File: config.mk
export PLATFORM = sky130hd
export DESIGN_NAME = btc_mul
export DESIGN_NICKNAME = d
export VERILOG_FILES = /design/src/hw/rtl/btc_mul.sv
export SDC_FILE = /design/constraint.sdc
export NUM_CORES = 1
export LEC_CHECK = 0
export BUFFER_PORTS_ARGS = -buffer_cell sky130_fd_sc_hd__buf_2
export CAP_MARGIN = 5
export CORE_MARGIN = 2
export CORE_UTILIZATION = 65
export DETAILED_ROUTE_END_ITERATION = 16
export PLACE_DENSITY = 0.84
export SYNTH_ARGS = -nofsm -noshare
export SYNTH_HDL_FRONTEND = slang
export SYNTH_SLANG_ARGS = --single-unit
File: constraint.sdc
create_clock -name clk -period 9.44 [get_ports clk]
set_input_delay 1.888 -clock clk [delete_from_list [all_inputs] [get_ports clk]]
set_output_delay 1.888 -clock clk [all_outputs]
set_load 0.05 [all_outputs]
File: src/hw/rtl/btc_mul.sv
// ============================================================================
// btc_mul: registered signed multiplier
// One signed product per cycle, registered at the output.
// ============================================================================
`default_nettype none

module btc_mul #(
    parameter int AW = 16,
    parameter int BW = 16
) (
    input  wire logic                     clk,
    input  wire logic signed [AW-1:0]     a,
    input  wire logic signed [BW-1:0]     b,
    output logic signed      [AW+BW-1:0]  p
);

    logic signed [AW+BW-1:0] p_reg;

    always_ff @(posedge clk)
    begin
        p_reg <= a * b;
    end

    assign p = p_reg;

endmodule

`default_nettype wire

* Word-level counts from Yosys, hierarchy flattened
Index checks and enable logic that the tools add are counted.
Word-level totals: register bits after elaboration 32, bits of input ports 33
Operators by class: $mul 1
Operators by type and width (number):
- $mul A16 B16 Y32 | 1

* Depth between registers and ports, before layout
Gate-level depths: netlist of the first run.
depth after elaboration 1, mapped depth 23

* Worst setup path before layout of the first run
Ideal clock, no wire load.
path kind in2reg, from input port a[15], to register p_reg[29] (netlist: p[29]), slack 2.056 ns, required time 9.368 ns, stages on the path 20, arrival 7.312 ns, setup time 0.072 ns, path buffers 1, path through clkbuf_1 -> nand2_1 -> inv_1 -> fa_1 -> fa_1 -> fa_1 -> fa_1 -> fa_1 -> inv_1 -> fa_1 -> inv_1 -> ha_1 -> a21oi_1 -> nor2_1 -> o21a_1 -> or4_1 -> o2111ai_1 -> nand2b_1 -> a21oi_1 -> xnor2_1
On the way: word-level cells in the longest chain between the ends 1
RTL lines:
- start: declaration | line 12 | input wire logic signed [AW-1:0] a,
- $mul A16 B16 Y32 | line 21 | p_reg <= a * b;
- end signal: assignment | line 21
- end: declaration | line 17 | logic signed [AW+BW-1:0] p_reg;
No other way between the ends.

* Final worst setup path of the first run
from input port a[15], to register p_reg[31] (netlist: p[31])
Same word-level chain as after synthesis.

==> run summary, run 1 <==
Yosys top cell by area - fa_1
wire per inst - 17.0 µm
Netlist cell types - 49
ys async rst share - 0%
Final Critical Period - 7620 ps
Clock Pin Slew Worst Setup and Hold Paths - 60 ps
top-count cell post-synth - inv_1
Synth Instances - 1127
vias in the first global route - 8354
CP Max Fanout - 16
HPWL after detailed placement - 19.5 mm
IO Pins - 65
# diodes - 0
via count - 7628
total global-route track usage - 29.5%
die width - 131 µm
Synthesis Warnings - 0
die height - 131 µm
H-tree Lvls - 2
share of layout cells above drive strength 1 - 7.05%
total gr overflow - 0
Final Routed Wirelength - 23.5 mm
CP Capture Type - flip-flop
Mean Syn Cell Area - 9.37 µm²
via-per-instance ratio - 5.53
clock sinks - 32
top cells by count, synth - inv_1 (292), fa_1 (262), nand2_1 (132), and2_1 (123), ha_1 (82)
hold slack - 1990 ps
initial antenna violation count - 0
# fillers - 1201
Required @ worst endpoint - 9610 ps
top post-synthesis cells by area - fa_1 (50%), inv_1 (10%), ha_1 (9.7%)
top-area cell type share of the netlist area - 49.7%
Fin Setup TNS - 0 ps
post-route cell area - 0.0112 mm²
DR iter-0 viols - 513
Hold Fails Final Rpt - 0
Setup Viol. Count Final - 0
first-pass GRT wire length - 40.2 mm
maxcap violations - 0
final core utilization - 70.3%
CP arrival - 7790 ps
Seq/Total Area, Yosys - 6.07%
Routed Antenna Nets - 0
Slew @ Worst Pin - 552 ps
RSZ-0062 raised after global routing - false
Rows - 46
Layout Nets - 1539
area grow syn2layout - 5.77%
CTS resizes - 0
Worst Hold Class - primary input to flip-flop
Residual DRC - 0
die footprint - 0.0173 mm²
hold path depth - 2
clock tree buffer depth - 2
Port Buf Inserts - 64
synthesized cell area - 0.0106 mm²
# hold bufs at CTS - 0
Yosys reg bits - 32
Syn Nets - 1504
DP Area - 0.0110 mm²
max-slew violation count - 0
run status - finished clean
number of flops mapped to enable cells by yosys - 0
post-CTS setup buffers - 0
Core Area - 0.0159 mm²
Slew HR - 63.1%
fmax - 0.131 GHz
root buf cell - clkbuf_16
Largest register FFs - 32
CTS tree - yes
largest net degree at the start of global routing - 17
Initial Util - 66.5%
Num CTS Buffers - 5
drt pass-1 iters - 5
top_reg_cell synth - dfxtp_1
final RePlAce weighted congestion - 0.896
CP Launch Type - primary input
Setup CP Type - primary input to flip-flop
Tcrit/Tclk final - 80.7%
==> critical path: stages <==
cell	delay, ps
buf_2	280
nand2_1	170
inv_1	150
fa_1	550
fa_1	850
fa_1	520
fa_1	510
fa_1	490
inv_1	50
fa_1	480
inv_1	50
ha_1	350
and3_1	190
and2_2	160
nand3_1	90
o31ai_1	380
o2111ai_1	220
o21ai_0	290
xnor2_1	110
==> routing by layer <==
layer	vias up	global-route usage, %	wire length (µm)
li1	3355	-	-
met1	3877	35.7	8180
met2	316	52.4	12600
met3	80	3.70	1470
met4	0	14.4	1250
met5	-	0	0
==> placed cells by master (no fill, tap or decap), types with 2 or more instances in the layout <==
cell type,n
a21oi_1,26
nand4_1,2
nor2_1,25
a21o_1,6
o21bai_1,4
xor2_1,4
o211ai_1,6
nand2b_1,4
xnor2_1,31
o21ai_0,12
ha_1,82
and2_1,123
nand3_1,8
buf_2,64
or3_1,2
o211a_1,2
a41o_1,2
nand3b_1,2
o31ai_1,3
nand2_1,132
dfxtp_1,32
o21a_1,4
clkbuf_16,5
nor3_1,4
fa_1,262
inv_1,292
a311oi_1,2
==> path summary, 6_finish.rpt <==
path  startpoint     to  slack, ps
max        a[15]  p[31]       1820
min         b[0]   p[0]       1990
==> logic make-up after synthesis <==
group | share of synthesized area, %
compound gates | 5.06
flops | 6.07
xor+xnor | 2.90
buf+inv | 11.8
fa+ha+maj | 59.4
simple gates | 14.8
==> per-stage QoR <==
step	std cells	setup slack (ps)
floorplan	1127	2060
global placement	1371	1790
detailed placement	1371	1630
CTS	1379	1840
global route	1379	1420
finish	1379	1820
==> final cells by class <==
cell class	instances	area, µm²	area share [%]
Multi-Input combinational cell	767	8670	77.7
Inverter	292	1100	9.82
Timing Repair Buffer	64	320	2.87
Clock inverter	3	42.5	0.381
Clock buffer	5	125	1.12
Tap cell	216	270	2.42
Sequential cell	32	641	5.74
Power of run 1 is not shown: default switching activity piles up to over one toggle a cycle in this logic, so the estimate is an artifact.
==> run 2, diff against run 1 <==
Settings changed: ABC_AREA set to 1.
Clock period 9.44 ns to 7.9 ns, I/O delays scaled along.
==> run summary, run 2 <==
vias in the first global route - 10079 (+21%)
Setup Viol. Count Final - 0 (unchanged)
Adder-Cell Fraction of Synth Area - 54.5% (-4.9 points)
Port Buf Inserts - 64 (unchanged)
WP buf/inv - 5 (+1)
CP Max Fanout - 16 (unchanged)
Setup CP Type - primary input to flip-flop
maxcap violations - 0 (unchanged)
drt pass-1 iters - 7 (+2)
Yosys top cell by area - fa_1
ys async rst share - 0% (unchanged)
Post-Synth XOR/XNOR Area - 1.45% (-1.5 points)
post-route cell area - 0.0121 mm² (+8.0%)
Fin Setup TNS - 0 ps (unchanged)
crit-path max cell delay - 830 ps (-20 ps)
Initial Util - 66.5% (about the same)
RSZ-0062 raised after global routing - false
most frequent CP cell - fa_1
clock sinks - 32 (unchanged)
number of flops mapped to enable cells by yosys - 0 (unchanged)
synthesized-area fraction occupied by and/or/nand/nor cells - 18.8% (+4.0 points)
die width - 137 µm (+4.2%)
HPWL after detailed placement - 23.6 mm (+21%)
Residual DRC - 0 (unchanged)
final RePlAce weighted congestion - 0.991 (+11%)
Slew HR - 60.5% (-2.7 points)
Rows - 48 (+4.3%)
Syn Nets - 1861 (+24%)
via count - 9075 (+19%)
DR iter-0 viols - 619 (+21%)
top cells by count, synth - inv_1 (462), nand2_1 (384), fa_1 (262), ha_1 (82), clkbuf_1 (59)
share of layout cells above drive strength 1 - 8.22% (+1.2 points)
top-count cell post-synth - inv_1
post-CTS setup buffers - 0 (unchanged)
CP Capture Type - flip-flop
top-area cell type share of the netlist area - 45.6% (-4.1 points)
Layout Nets - 1873 (+22%)
wire per inst - 16.0 µm (-5.9%)
Required @ worst endpoint - 8090 ps (-1520 ps)
Largest register FFs - 32 (unchanged)
Slew @ Worst Pin - 592 ps (+40.2 ps)
H-tree Lvls - 2 (unchanged)
die height - 137 µm (+4.2%)
crit path cell chain - buf_2 -> nand2_1 -> inv_1 -> fa_1 -> fa_1 -> fa_1 -> fa_1 -> fa_1 -> inv_1 -> fa_1 -> inv_1 -> ha_1 -> nand2_1 -> nor2_1 -> inv_1 -> nor2_1 -> nand4_1 -> nand4_1 -> nand2_1
Core Area - 0.0173 mm² (+8.9%)
CP Launch Type - primary input
# hold bufs at CTS - 0 (unchanged)
die footprint - 0.0188 mm² (+8.7%)
top post-synthesis cells by area - fa_1 (46%), inv_1 (15%), nand2_1 (13%)
fmax - 0.148 GHz
Yosys reg bits - 32 (unchanged)
Seq/Total Area, Yosys - 5.57% (-0.50 points)
post-synthesis mux area share - 0% (unchanged)
total gr overflow - 0 (unchanged)
clock tree buffer depth - 2 (unchanged)
# diodes - 0 (unchanged)
via-per-instance ratio - 5.27 (-4.7%)
Mean Syn Cell Area - 7.75 µm² (-17%)
placed insts - 1714 (+25%)
largest net degree at the start of global routing - 18 (+1)
area grow syn2layout - 4.90%
CP arrival - 6950 ps (-840 ps)
synthesized cell area - 0.0115 mm² (+8.9%)
top cell family by delay on the critical path - adder cells
Netlist cell types - 28 (-43%)
commonest cells after routing, fill and taps aside - inv_1 (462), nand2_1 (384), fa_1 (262)
Hold Fails Final Rpt - 0 (unchanged)
run status - finished clean
initial antenna violation count - 0 (unchanged)
total global-route track usage - 31.7% (+2.2 points)
Routed Antenna Nets - 0 (unchanged)
area fraction in compound gates after synthesis - 2.35% (-2.7 points)
IO Pins - 65 (unchanged)
Crit-path slowest cell - fa_1
max-slew violation count - 0 (unchanged)
Worst Hold Class - primary input to flip-flop
CTS tree - yes
CTS resizes - 0 (unchanged)
Num CTS Buffers - 5 (unchanged)
non-filler cells, final - 1722 (+25%)
Clock Pin Slew Worst Setup and Hold Paths - 60 ps (about the same)
DP Area - 0.0119 mm² (+8.0%)
largest family of logic cells by synthesized area - adder cells
Final Routed Wirelength - 27.6 mm (+18%)
Synthesis Warnings - 0 (unchanged)
top_reg_cell synth - dfxtp_1
Tcrit/Tclk final - 85.6%
most common cell after layout, fill and taps aside - inv_1
Final Critical Period - 6760 ps
Synth Instances - 1484 (+32%)
root buf cell - clkbuf_16
first-pass GRT wire length - 45.8 mm (+14%)
## run 2: kinds of logic (layout without fill, tap and decap cells)
| group | count (synthesis) | in the layout |
|---|---|---|
| buffers and inverters | 531 | 544 |
| and+or+nand+nor | 510 | 510 |
| adders and majority gates | 344 | 344 |
| AOI/OAI and AO/OA | 48 | 48 |
| DFF | 32 | 32 |
| xor gates and xnor gates | 19 | 19 |
## run 2: metrics by stage
step | setup slack (ps) | hold slack [ps] | util, %
after CTS | 1160 | 1680 | 69.7
final | 1140 | 1690 | 69.7
after detailed placement | 902 | 1980 | 68.7
after global routing | 805 | 1710 | 69.7
after floorplan | 1240 | 1680 | -
after global placement | 1010 | 1960 | 68.7
## run 2: layout make-up
cell class	count	area [µm²]
Inverter	472	1770
Tap cell	225	282
Clock inverter	1	30.0
Fill cell	1430	5230
Sequential cell	32	641
Multi-Input combinational cell	921	8870
Timing Repair Buffer	64	320
Clock buffer	7	153
## run 2: routing by layer
layer	wire length, µm	share of wire, %	GRT usage [%]	vias up
met5	0	0	0	-
met1	10100	36	37.2	4462
met3	1590	5.8	3.70	92
met2	14800	54	58.9	363
met4	1100	4.0	12.6	0
li1	-	-	-	4158
## run 2: path summary, 6_finish.rpt
check                 start    end  slack, ps  cells past startpoint
worst max-delay path  a[15]  p[24]       1140                     19
worst min-delay path   b[0]   p[0]       1690                      3
Power of run 2 is left out for the same reason.
