**src/hw/rtl/btc_pkg.sv**
```systemverilog
// ============================================================================
// btc_pkg: shared types and constants for barometric trim compensation
// Holds the unpacked trim record, the register indexes and port widths.
// ============================================================================
`default_nettype none

package btc_pkg;

    localparam int CFG_IDX_W  = 3;
    localparam int CFG_DATA_W = 48;

    // Register indexes of the configuration port.
    localparam logic [CFG_IDX_W-1:0] IDX_TRIM_TEMP    = 3'd0;
    localparam logic [CFG_IDX_W-1:0] IDX_TRIM_PRESS_A = 3'd1;
    localparam logic [CFG_IDX_W-1:0] IDX_TRIM_PRESS_B = 3'd2;
    localparam logic [CFG_IDX_W-1:0] IDX_TRIM_PRESS_C = 3'd3;
    localparam logic [CFG_IDX_W-1:0] IDX_TRIM_VALID   = 3'd4;

    // Bias removed from the two sensitivity trim words.
    localparam logic signed [16:0] SENS_BIAS = 17'sd16384;

    // Unpacked trim words.
    typedef struct packed {
        logic        [15:0] t1;
        logic        [15:0] t2;
        logic signed [7:0]  t3;
        logic signed [15:0] p1;
        logic signed [15:0] p2;
        logic signed [7:0]  p3;
        logic signed [7:0]  p4;
        logic        [15:0] p5;
        logic        [15:0] p6;
        logic signed [7:0]  p7;
        logic signed [7:0]  p8;
        logic signed [15:0] p9;
        logic signed [7:0]  p10;
        logic signed [7:0]  p11;
        logic               valid;
    } trim_t;

endpackage

`default_nettype wire

```
**src/hw/rtl/btc_trim_regs.sv**
```systemverilog
// ============================================================================
// btc_trim_regs: trim word register file
// Holds the written trim words and presents them unpacked.
// ============================================================================
`default_nettype none

module btc_trim_regs (
    input  wire logic                           clk,
    input  wire logic                           rst_n,
    input  wire logic                           cfg_we,
    input  wire logic [btc_pkg::CFG_IDX_W-1:0]  cfg_idx,
    input  wire logic [btc_pkg::CFG_DATA_W-1:0] cfg_wdata,
    output btc_pkg::trim_t                      trim
);
    import btc_pkg::*;

    logic [39:0] temp_reg;
    logic [47:0] press_a_reg;
    logic [47:0] press_b_reg;
    logic [31:0] press_c_reg;
    logic        valid_reg;

    always_ff @(posedge clk or negedge rst_n)
    begin
        if (!rst_n)
        begin
            temp_reg    <= '0;
            press_a_reg <= '0;
            press_b_reg <= '0;
            press_c_reg <= '0;
            valid_reg   <= 1'b0;
        end
        else if (cfg_we)
        begin
            case (cfg_idx)
                IDX_TRIM_TEMP:    temp_reg    <= cfg_wdata[39:0];
                IDX_TRIM_PRESS_A: press_a_reg <= cfg_wdata[47:0];
                IDX_TRIM_PRESS_B: press_b_reg <= cfg_wdata[47:0];
                IDX_TRIM_PRESS_C: press_c_reg <= cfg_wdata[31:0];
                IDX_TRIM_VALID:   valid_reg   <= cfg_wdata[0];
                default:          ;
            endcase
        end
    end

    always_comb
    begin
        trim.t1    = temp_reg[15:0];
        trim.t2    = temp_reg[31:16];
        trim.t3    = $signed(temp_reg[39:32]);
        trim.p1    = $signed(press_a_reg[15:0]);
        trim.p2    = $signed(press_a_reg[31:16]);
        trim.p3    = $signed(press_a_reg[39:32]);
        trim.p4    = $signed(press_a_reg[47:40]);
        trim.p5    = press_b_reg[15:0];
        trim.p6    = press_b_reg[31:16];
        trim.p7    = $signed(press_b_reg[39:32]);
        trim.p8    = $signed(press_b_reg[47:40]);
        trim.p9    = $signed(press_c_reg[15:0]);
        trim.p10   = $signed(press_c_reg[23:16]);
        trim.p11   = $signed(press_c_reg[31:24]);
        trim.valid = valid_reg;
    end

endmodule

`default_nettype wire

```
**config.mk**
```make
export PLATFORM = sky130hd
export DESIGN_NAME = btc_trim_regs
export DESIGN_NICKNAME = d
export VERILOG_FILES = /design/src/hw/rtl/btc_pkg.sv /design/src/hw/rtl/btc_trim_regs.sv
export SDC_FILE = /design/constraint.sdc
export NUM_CORES = 1
export LEC_CHECK = 0
export ABC_AREA = 1
export ABC_CLOCK_PERIOD_IN_PS = 1500
export BUFFER_PORTS_ARGS = -buffer_cell sky130_fd_sc_hd__buf_2
export CAP_MARGIN = 10
export CORE_AREA = 2 2 105 127
export DETAILED_ROUTE_END_ITERATION = 7
export DIE_AREA = 0 0 107 129
export PLACE_DENSITY = 0.85
export RECOVER_POWER = 50
export SYNTH_ARGS = -nofsm -noshare
export SYNTH_HDL_FRONTEND = slang
export SYNTH_SLANG_ARGS = --single-unit
```
**constraint.sdc**
```tcl
create_clock -name clk -period 1.5 [get_ports clk]
set_clock_uncertainty 0.2 [all_clocks]
set_input_delay 0.075 -clock clk [delete_from_list [all_inputs] [get_ports clk]]
set_output_delay 0.075 -clock clk [all_outputs]
set_load 0.05 [all_outputs]
```
* Yosys cells after proc, flatten, opt, wreduce, memory -nomap -nowiden *
Index checks and enable logic that the tools add are counted.

storage, ports and cells
  bits of input ports = 54
  bits in registers = 169
  output and inout port bits = 169
  logic and storage cells = 15

operators by class
  equality and inequality tests = 4
  reductions and logical operators = 6

operators with widths
  kind                  count
  $reduce_and A2 Y1     5
  $eq A3 B2 Y1 const B  2
  $eq A3 B1 Y1 const B  1
  $eq A3 B3 Y1 const B  1
  $logic_not A3 Y1      1

* Depth between registers and ports, before layout *
Gate-level depths: netlist of run 1.

  word-level depth = 2
  gate-level depth with buffers = 7
  depth with buffers taken out = 5

* Least setup slack after synthesis of run 1 *
OpenSTA, ideal clock, no wires.

  path type = input-to-reg
  start = input cfg_we
  end = register temp_reg[0]
  buffers on the path = 2
  setup time = 0.119 ns
  data required time = 1.181 ns
  stages on the path = 7
  setup slack = 0.414 ns
  data arrival time = 0.767 ns
  path through = inv_1 nor2_2 buf_2 nand2_1 buf_2 nand2_1 nand2_1

between the ends
  word-level cells in the longest chain between the ends = 1

ends and longest elaborated chain
  element                      line                 text
  start: declaration           btc_trim_regs.sv:10  input wire logic cfg_we,
  $reduce_and A2 Y1 (no line)  n/a
  end signal: assignment       btc_trim_regs.sv:36  IDX_TRIM_TEMP: temp_reg <= cfg_wdata[39:0];
  end: declaration             btc_trim_regs.sv:17  logic [39:0] temp_reg;

No other way between the ends.
A chain may end at the register's enable or synchronous reset.

* Worst setup path in the final report of run 1 *
  start = input cfg_we
  end = register press_a_reg[43]

between the ends
  word-level cells in the longest chain between the ends = 1

ends and longest elaborated chain
  element                      line                 text
  $reduce_and A2 Y1 (no line)  n/a
  end signal: assignment       btc_trim_regs.sv:37  IDX_TRIM_PRESS_A: press_a_reg <= cfg_wdata[47:0];
  end: declaration             btc_trim_regs.sv:18  logic [47:0] press_a_reg;

No other way between the ends.

==> results of run 1 <==
[final timing paths]
path	start	depth (start not counted)	to	slack, ps
max in group asynchronous	rst_n	4	press_a_reg[13]	80
min reg2reg	press_a_reg[2]	2	press_a_reg[2]	270
min	cfg_idx[1]	5	temp_reg[2]	40
max reg2reg	press_a_reg[23]	2	press_a_reg[23]	640
min in group asynchronous	rst_n	3	press_c_reg[24]	450
max	cfg_we	7	press_a_reg[43]	40
[metal layers]
layer	vias up	GRT usage, %	part of all wire (%)
met4	0	15.1	3.9
met5	-	0	0
li1	2886	-	-
met2	330	48.1	50
met1	3037	36.8	39
met3	66	5.78	7.1
[per-stage QoR]
step,worst slack (ps),power [uW],hold slack [ps],util [%]
after floorplan,414,9770,-421,-
after global placement,227,11200,-226,63.8
after detailed placement,175,11300,-225,63.8
after CTS,54.4,15700,29.7,72.6
after global routing,-12.6,16400,49.7,72.7
final,40.2,15700,39.1,72.7
[cells by family after synthesis]
| group | Yosys count |
|---|---|
| flops | 169 |
| simple gates | 520 |
| buf+inv | 56 |
[cells in the mapped netlist]
cell type / instances
nand2_1: 378
dfrtp_1: 169
nand3_1: 137
buf_2: 34
clkbuf_1: 10
inv_1: 6
buf_4: 4
nor2_2: 3
buf_1: 2
nor2_1: 2
[timing repair]
item / 4_1_cts / 5_1_grt
hold buffers: 52 / 0
hold endpoints to repair: 338 / 0
buffers inserted: 0 / 2
gates resized for setup: 0 / 3
setup endpoints to repair: 0 / 83
[where the power goes]
group | switching [uW] | internal, uW
Combinational | 4330 | 1100
Clock | 1820 | 2520
Sequential | 503 | 5410
Total | 6660 | 9030
[critical path: cells and delay by family]
kind,cells,cell delay (ps)
AND/OR/NAND/NOR,3,480
buffers and inverters,4,1010
[layout make-up]
cell class / count / area [sq um]
well taps: 164 / 205
fillers: 924 / 3430
inverters: 6 / 22.5
flip-flops and latches: 169 / 4230
repair buffers: 297 / 1920
multi-input cells: 520 / 2170
clock buffers: 19 / 443
clock inverters: 13 / 145
==> results.json, run 1 <==
{
  "timing.final.max_slew_violations": 0,
  "num_antenna_cells": 0,
  "grt_pass1_vias": 6255,
  "core_area_sq_mm": 0.0126,
  "vias": 6319,
  "synth_top_area_cell": "dfrtp_1",
  "worstSkewPairLatency_ps": 410,
  "period_share_pct": 97.3,
  "p_per_area_mw_per_mm2": 1720,
  "vias_per_cell": 5.32,
  "rows": 45,
  "root_buffer": "clkbuf_16",
  "crit_path_end_kind": "flop",
  "synth_compound_area_share_pct": 0,
  "worst-setup-path-type": "input port to flop",
  "fin_nets": 1065,
  "status": "complete, no violations",
  "ios": 223,
  "wl_per_cell_um": 16.4,
  "cp-start-kind": "input port",
  "dp_cells": 1102,
  "fin_cells": 1188,
  "hold_violations": 0,
  "grt_max_degree": 78,
  "cpMaxStageDelayCell": "dlygate4sd3_1",
  "area_delta_synth_final_pct": 37.7,
  "max_cap_violations": 0,
  "fin_tns_setup_ps": 0,
  "htreeDepth": 4,
  "synth_seq_area_share_pct": 63.8,
  "drive_above_1_share_pct": 27.5,
  "crit_arrival_ps": 1620,
  "ys_seq_elements": 169,
  "synth_simple_gate_area_share_pct": 32.2,
  "dr.pass1.iters": 5,
  "synth_top_family_by_area": "simple AND/OR/NAND/NOR gates",
  "irDropWorstVdd_mv": 0.808,
  "worstPathMaxFanout": 77,
  "initial_core_util_pct": 52.8,
  "fmaxAchievable_ghz": 0.685,
  "cts_sinks": 169,
  "synthMuxAreaShare_pct": 0,
  "syn-num-nets": 799,
  "clk_pin_slew_ps": 60,
  "synth_top_area_share_pct": 63.8,
  "power.leakage_uw": 0.00518,
  "worst_slew_pin_slew_ps": 354,
  "grt_pass1_wl_um": 31300,
  "dpl.hpwl_um": 12000,
  "synthXorXnorAreaFrac_pct": 0,
  "synthCells": 745,
  "grt_antenna_before_repair": 0,
  "synth_fa_ha_area_share_pct": 0,
  "place.gp.congestion": 0.815,
  "die_area_sq_mm": 0.0138,
  "drc": 0,
  "final_cell_mix": "nand2_1, clkbuf_2, dfrtp_1",
  "yosys-top-cells-area": "dfrtp_1, nand2_1, nand3_1",
  "layout_commonest_cell": "nand2_1",
  "stdcell_area_sq_mm": 0.00913,
  "ant_nets": 0,
  "setup_violations": 0,
  "crit_chain": "dlygate4sd3_1, buf_2, inv_1, nor2_4, buf_12, nand3_1, nand2_1",
  "ys_types": 10,
  "min_period_ps": 1460,
  "syn_area_sq_mm": 0.00663,
  "cp_data_required_time_ps": 1660,
  "dpl-instance-area_sq_mm": 0.00801,
  "holdCritPathClass": "input port to flop",
  "clk_path_buf_depth": 2,
  "numCtsBuffers": 17,
  "dieWidth_um": 107,
  "wirelength_um": 19500,
  "cp_slowest_stage_delay_ps": 520,
  "port_buffers": 222,
  "postSynthAreaPerCell_sq_um": 8.90,
  "rsz0062_at_grt": "yes",
  "maxSlewHeadroom_pct": 76.4,
  "cts_tree": "yes",
  "track_usage_pct": 29.2,
  "drt_iter0_drc": 511,
  "dieHeight_um": 129,
  "grt_overflow": 0,
  "ys_warn_count": 0
}
Power figures use the tool's default switching activity.
==> inputs of run 2 (changes only) <==
Settings changed: CTS_BUF_LIST set to sky130_fd_sc_hd__clkbuf_16, SETUP_SLACK_MARGIN set to 0.15.
==> run 2 against run 1 <==
Net effect:
- the run now ends with hold timing left
- global-route usage grew 0.27 points
- final area grew 2.1%
- first-iteration DRC count grew 22%
- largest cell class unchanged
==> results.json, run 2 (same netlist as run 1, synthesis figures left out) <==
{
  "cp_data_required_time_ps": 1650,
  "switchingPower_uw": 6730,
  "grt_pass1_vias": 6278,
  "grt_max_degree": 78,
  "dr.pass1.iters": 5,
  "netSwitchingFraction_pct": 42.3,
  "status": "complete, but fails checks",
  "num_antenna_cells": 0,
  "core_area_sq_mm": 0.0126,
  "ant_nets": 0,
  "cts_tree": "yes",
  "pwr-share-seq_pct": 37.2,
  "track_usage_pct": 29.5,
  "dieHeight_um": 129,
  "worstPathMaxFanout": 41,
  "worst_slew_pin_slew_ps": 735,
  "rows": 45,
  "timing.final.max_slew_violations": 0,
  "worstSkewPairLatency_ps": 420,
  "drt_iter0_drc": 625,
  "grt_overflow": 0,
  "grt_pass1_wl_um": 31500,
  "vias": 6443,
  "r2r-start": "temp_reg[23]",
  "pwr-share-clk_pct": 27.1,
  "fmaxAchievable_ghz": 0.729,
  "maxSlewHeadroom_pct": 51.0,
  "reg2reg_slack_ps": 610,
  "max_cap_violations": 0,
  "place.gp.congestion": 0.815,
  "cp-start-kind": "input port",
  "drc": 0,
  "hold_violations": 44,
  "die_area_sq_mm": 0.0138,
  "min_period_ps": 1370,
  "numCtsBuffers": 17,
  "fin_tns_setup_ps": 0,
  "final_util_pct": 74.2,
  "dpl.hpwl_um": 12000,
  "vias_per_cell": 5.40,
  "root_buffer": "clkbuf_16",
  "setup_violations": 0,
  "holdCritPathClass": "input port to asynchronous set/reset pin",
  "cp_slowest_stage_delay_ps": 670,
  "crit_path_end_kind": "flop",
  "initial_core_util_pct": 52.8,
  "p_int_uw": 9180,
  "ios": 223,
  "r2r-end": "temp_reg[23]",
  "fin_nets": 1070,
  "p_comb_share_pct": 35.7,
  "cts_sinks": 169,
  "clk_pin_slew_ps": 60,
  "cpMaxStageDelayCell": "dlygate4sd3_1",
  "wl_per_cell_um": 17.6,
  "r2r_cells": 2,
  "violations": "hold timing",
  "final_cell_mix": "nand2_1, dfrtp_1, buf_2",
  "rsz0062_at_grt": "no",
  "wirelength_um": 21000,
  "clk_path_buf_depth": 2,
  "layout_commonest_cell": "nand2_1",
  "crit_arrival_ps": 1520,
  "worst-setup-path-type": "input port to flop",
  "holdWs_ps": -103,
  "crit_chain": "clkbuf_1, inv_1, nor2_4, buf_12, dlygate4sd3_1, nand3_1, nand2_1",
  "period_share_pct": 91.4,
  "area_delta_synth_final_pct": 40.6,
  "port_buffers": 222,
  "grt_antenna_before_repair": 0,
  "irDropWorstVdd_mv": 0.903,
  "p_per_area_mw_per_mm2": 1710,
  "dieWidth_um": 107,
  "power.leakage_uw": 0.00524,
  "drive_above_1_share_pct": 27.1,
  "htreeDepth": 4
}
## run 2: final cells by class
class / count / area [sq um]
Multi-Input combinational cell: 520 / 2160
Inverter: 6 / 22.5
Tap cell: 164 / 205
Clock inverter: 15 / 153
Sequential cell: 169 / 4230
Fill cell: 893 / 3240
Timing Repair Buffer: 302 / 2130
Clock buffer: 17 / 425
## run 2: critical path: cells and delay by family
family,cells,cell delay (ps)
buf+inv,4,1090
simple gates,3,350
## run 2: layer usage
metal | vias up | track usage, % | part of all wire (%)
met5 | - | 0 | 0
met4 | 0 | 14.1 | 4.1
met3 | 89 | 5.83 | 8.1
met2 | 372 | 49.5 | 50
met1 | 3086 | 36.9 | 38
li1 | 2896 | - | -
## run 2: power groups by stage
stage / Clock [uW] / Sequential [uW] / Combinational (uW)
6_report: 4310 / 5920 / 5680
2_1_floorplan: 0 / 8950 / 823
3_5_place_dp: 0 / 5930 / 5340
4_1_cts: 4330 / 5870 / 5460
3_3_place_gp: 0 / 5900 / 5260
5_1_grt: 4560 / 6010 / 5970
## run 2: how the worst max path moves through the flow
| stage | start | to | slack [ps] |
|---|---|---|---|
| 6_report | cfg_we | press_a_reg[32] | 130 |
| 5_1_grt | cfg_we | press_a_reg[32] | 80 |
| 4_1_cts | press_a_reg[15] | trim[128] | 150 |
| 3_3_place_gp | cfg_we | temp_reg[39] | 230 |
| 2_1_floorplan | cfg_we | temp_reg[0] | 410 |
| 3_5_place_dp | cfg_we | press_b_reg[22] | 170 |
## run 2: metrics by stage
stage | power, uW | hold WS, ps | area [sq um] | cells | setup WS (ps)
3_5_place_dp | 11300 | -225 | 8010 | 1102 | 175
3_3_place_gp | 11200 | -226 | 8010 | 1102 | 227
2_1_floorplan | 9770 | -421 | 6630 | 745 | 414
5_1_grt | 16500 | -98.3 | 9320 | 1193 | 82.4
6_report | 15900 | -103 | 9320 | 1193 | 129
4_1_cts | 15700 | -95.6 | 9130 | 1188 | 151
## run 2: repair_timing
item | 4_1_cts | 5_1_grt
hold buffers | 54 | 2
hold endpoints to repair | 338 | 31
endpoints found under the setup margin | 3 | 72
cloned | 0 | 2
pin swaps | 0 | 2
buffers inserted | 0 | 4
gates resized for setup | 3 | 74
==> inputs of run 3 (changes only) <==
Settings changed: PLACE_DENSITY 0.85 to 0.83.
==> run 3 against run 2 <==
Net effect:
- the flow still finishes with violations (hold timing)
- sequential power about the same
- core utilization shrank 0.31 points
- wire length decreased by 2.1%
- combinational power is essentially flat
- cell count unchanged
- critical path depth shrank 6
- final area decreased by 0.42%
- maximum frequency increased by 1.5%
- largest power group unchanged
==> results.json, run 3 (same netlist as run 1, synthesis figures left out) <==
{
  "post-place-ws_ps": 128,
  "worstSkewPairLatency_ps": 410,
  "crit_chain": "clkbuf_4",
  "numCtsBuffers": 17,
  "wl_per_cell_um": 17.2,
  "fin_tns_setup_ps": 0,
  "final_cell_mix": "nand2_1, dfrtp_1, buf_2",
  "violations": "hold timing",
  "grt_pass1_wl_um": 32500,
  "clk_pin_slew_ps": 60,
  "status": "complete, but fails checks",
  "cp_slowest_stage_delay_ps": 400,
  "grt_overflow": 0,
  "cts_sinks": 169,
  "htreeDepth": 4,
  "grt_antenna_before_repair": 0,
  "dieHeight_um": 129,
  "holdWs_ps": -90.6,
  "r2r_cells": 2,
  "cp-start-kind": "flop",
  "min_period_ps": 1350,
  "num_antenna_cells": 0,
  "clk_path_buf_depth": 2,
  "worst-setup-path-type": "flop to output pin",
  "crit_cells": 1,
  "ios": 223,
  "drc": 0,
  "fin_ws_ps": 149,
  "hold_violations": 32,
  "root_buffer": "clkbuf_16",
  "period_share_pct": 90.1,
  "worstPathMaxFanout": 2,
  "cts_tree": "yes",
  "rows": 45,
  "fin_nets": 1070,
  "dpl.hpwl_um": 12300,
  "place.gp.congestion": 0.825,
  "p_total_uw": 15800,
  "grt_pass1_vias": 6300,
  "timing.final.max_slew_violations": 0,
  "crit_path_end_kind": "output pin",
  "worst_slew_pin_slew_ps": 714,
  "max_cap_violations": 0,
  "area_delta_synth_final_pct": 40.0,
  "die_area_sq_mm": 0.0138,
  "critPathTopFamily": "flip-flops",
  "fillerInstances": 888,
  "maxSlewHeadroom_pct": 52.4,
  "track_usage_pct": 30.4,
  "vias": 6418,
  "port_buffers": 222,
  "wirelength_um": 20600,
  "rsz0062_at_grt": "yes",
  "power.leakage_uw": 0.00520,
  "drive_above_1_share_pct": 26.5,
  "crit_buf_inv": 1,
  "drt_iter0_drc": 555,
  "crit_arrival_ps": 1080,
  "dieWidth_um": 107,
  "initial_core_util_pct": 52.8,
  "core_area_sq_mm": 0.0126,
  "ant_nets": 0,
  "dr.pass1.iters": 5,
  "post_cts_buffers": 0,
  "cp_data_required_time_ps": 1220,
  "layout_commonest_cell": "nand2_1",
  "vias_per_cell": 5.38,
  "fmaxAchievable_ghz": 0.740,
  "cpMaxStageDelayCell": "dfrtp_1",
  "holdCritPathClass": "input port to asynchronous set/reset pin",
  "p_per_area_mw_per_mm2": 1700,
  "setup_violations": 0,
  "grt_max_degree": 79,
  "irDropWorstVdd_mv": 0.871
}
==> run 3: final timing paths <==
path,startpoint,end,slack [ps]
max,press_a_reg[24],trim[105],150
min reg2reg,press_b_reg[1],press_b_reg[1],260
max in group asynchronous,rst_n,press_c_reg[0],250
max reg2reg,press_a_reg[24],press_a_reg[24],580
min,rst_n,press_a_reg[34],-90
min in group clk,cfg_idx[0],press_c_reg[0],-90
==> run 3: area by class of cell <==
| cell class | instances | area, sq um | area share [%] |
|---|---|---|---|
| sequential | 169 | 4230 | 45.6 |
| multi-input combinational | 520 | 2160 | 23.3 |
| timing repair buffer | 302 | 2100 | 22.7 |
| clock buffer | 17 | 425 | 4.58 |
| tap | 164 | 205 | 2.21 |
| clock inverter | 15 | 138 | 1.48 |
| inverter | 6 | 22.5 | 0.243 |
==> run 3: report_power, final <==
group	total (uW)	leakage [uW]	internal, uW	switching, uW
clock network	4210	0.000272	2430	1780
logic	5690	0.00280	1320	4370
registers	5910	0.00213	5410	502
total	15800	0.00520	9150	6650
==> run 3: per-stage QoR <==
step	utilization, %	std cells	cell area, sq um
2_1_floorplan	-	745	6630
3_3_place_gp	64.1	1104	8050
3_5_place_dp	64.1	1104	8050
4_1_cts	73.1	1192	9170
5_1_grt	73.9	1193	9280
6_report	73.9	1193	9280
==> run 3: metal layers <==
layer / track usage (%) / up-vias / wire [um]
li1: - / 2890 / -
met3: 7.35 / 80 / 1670
met4: 13.4 / 0 / 928
met2: 51.0 / 389 / 10100
met5: 0 / - / 0
met1: 37.7 / 3059 / 7820
==> run 3: repair_timing <==
action	CTS	global route
endpoints found under the hold margin	338	32
pin swaps	0	0
setup endpoints to repair	2	80
gates resized for setup	2	83
hold buffers	56	2
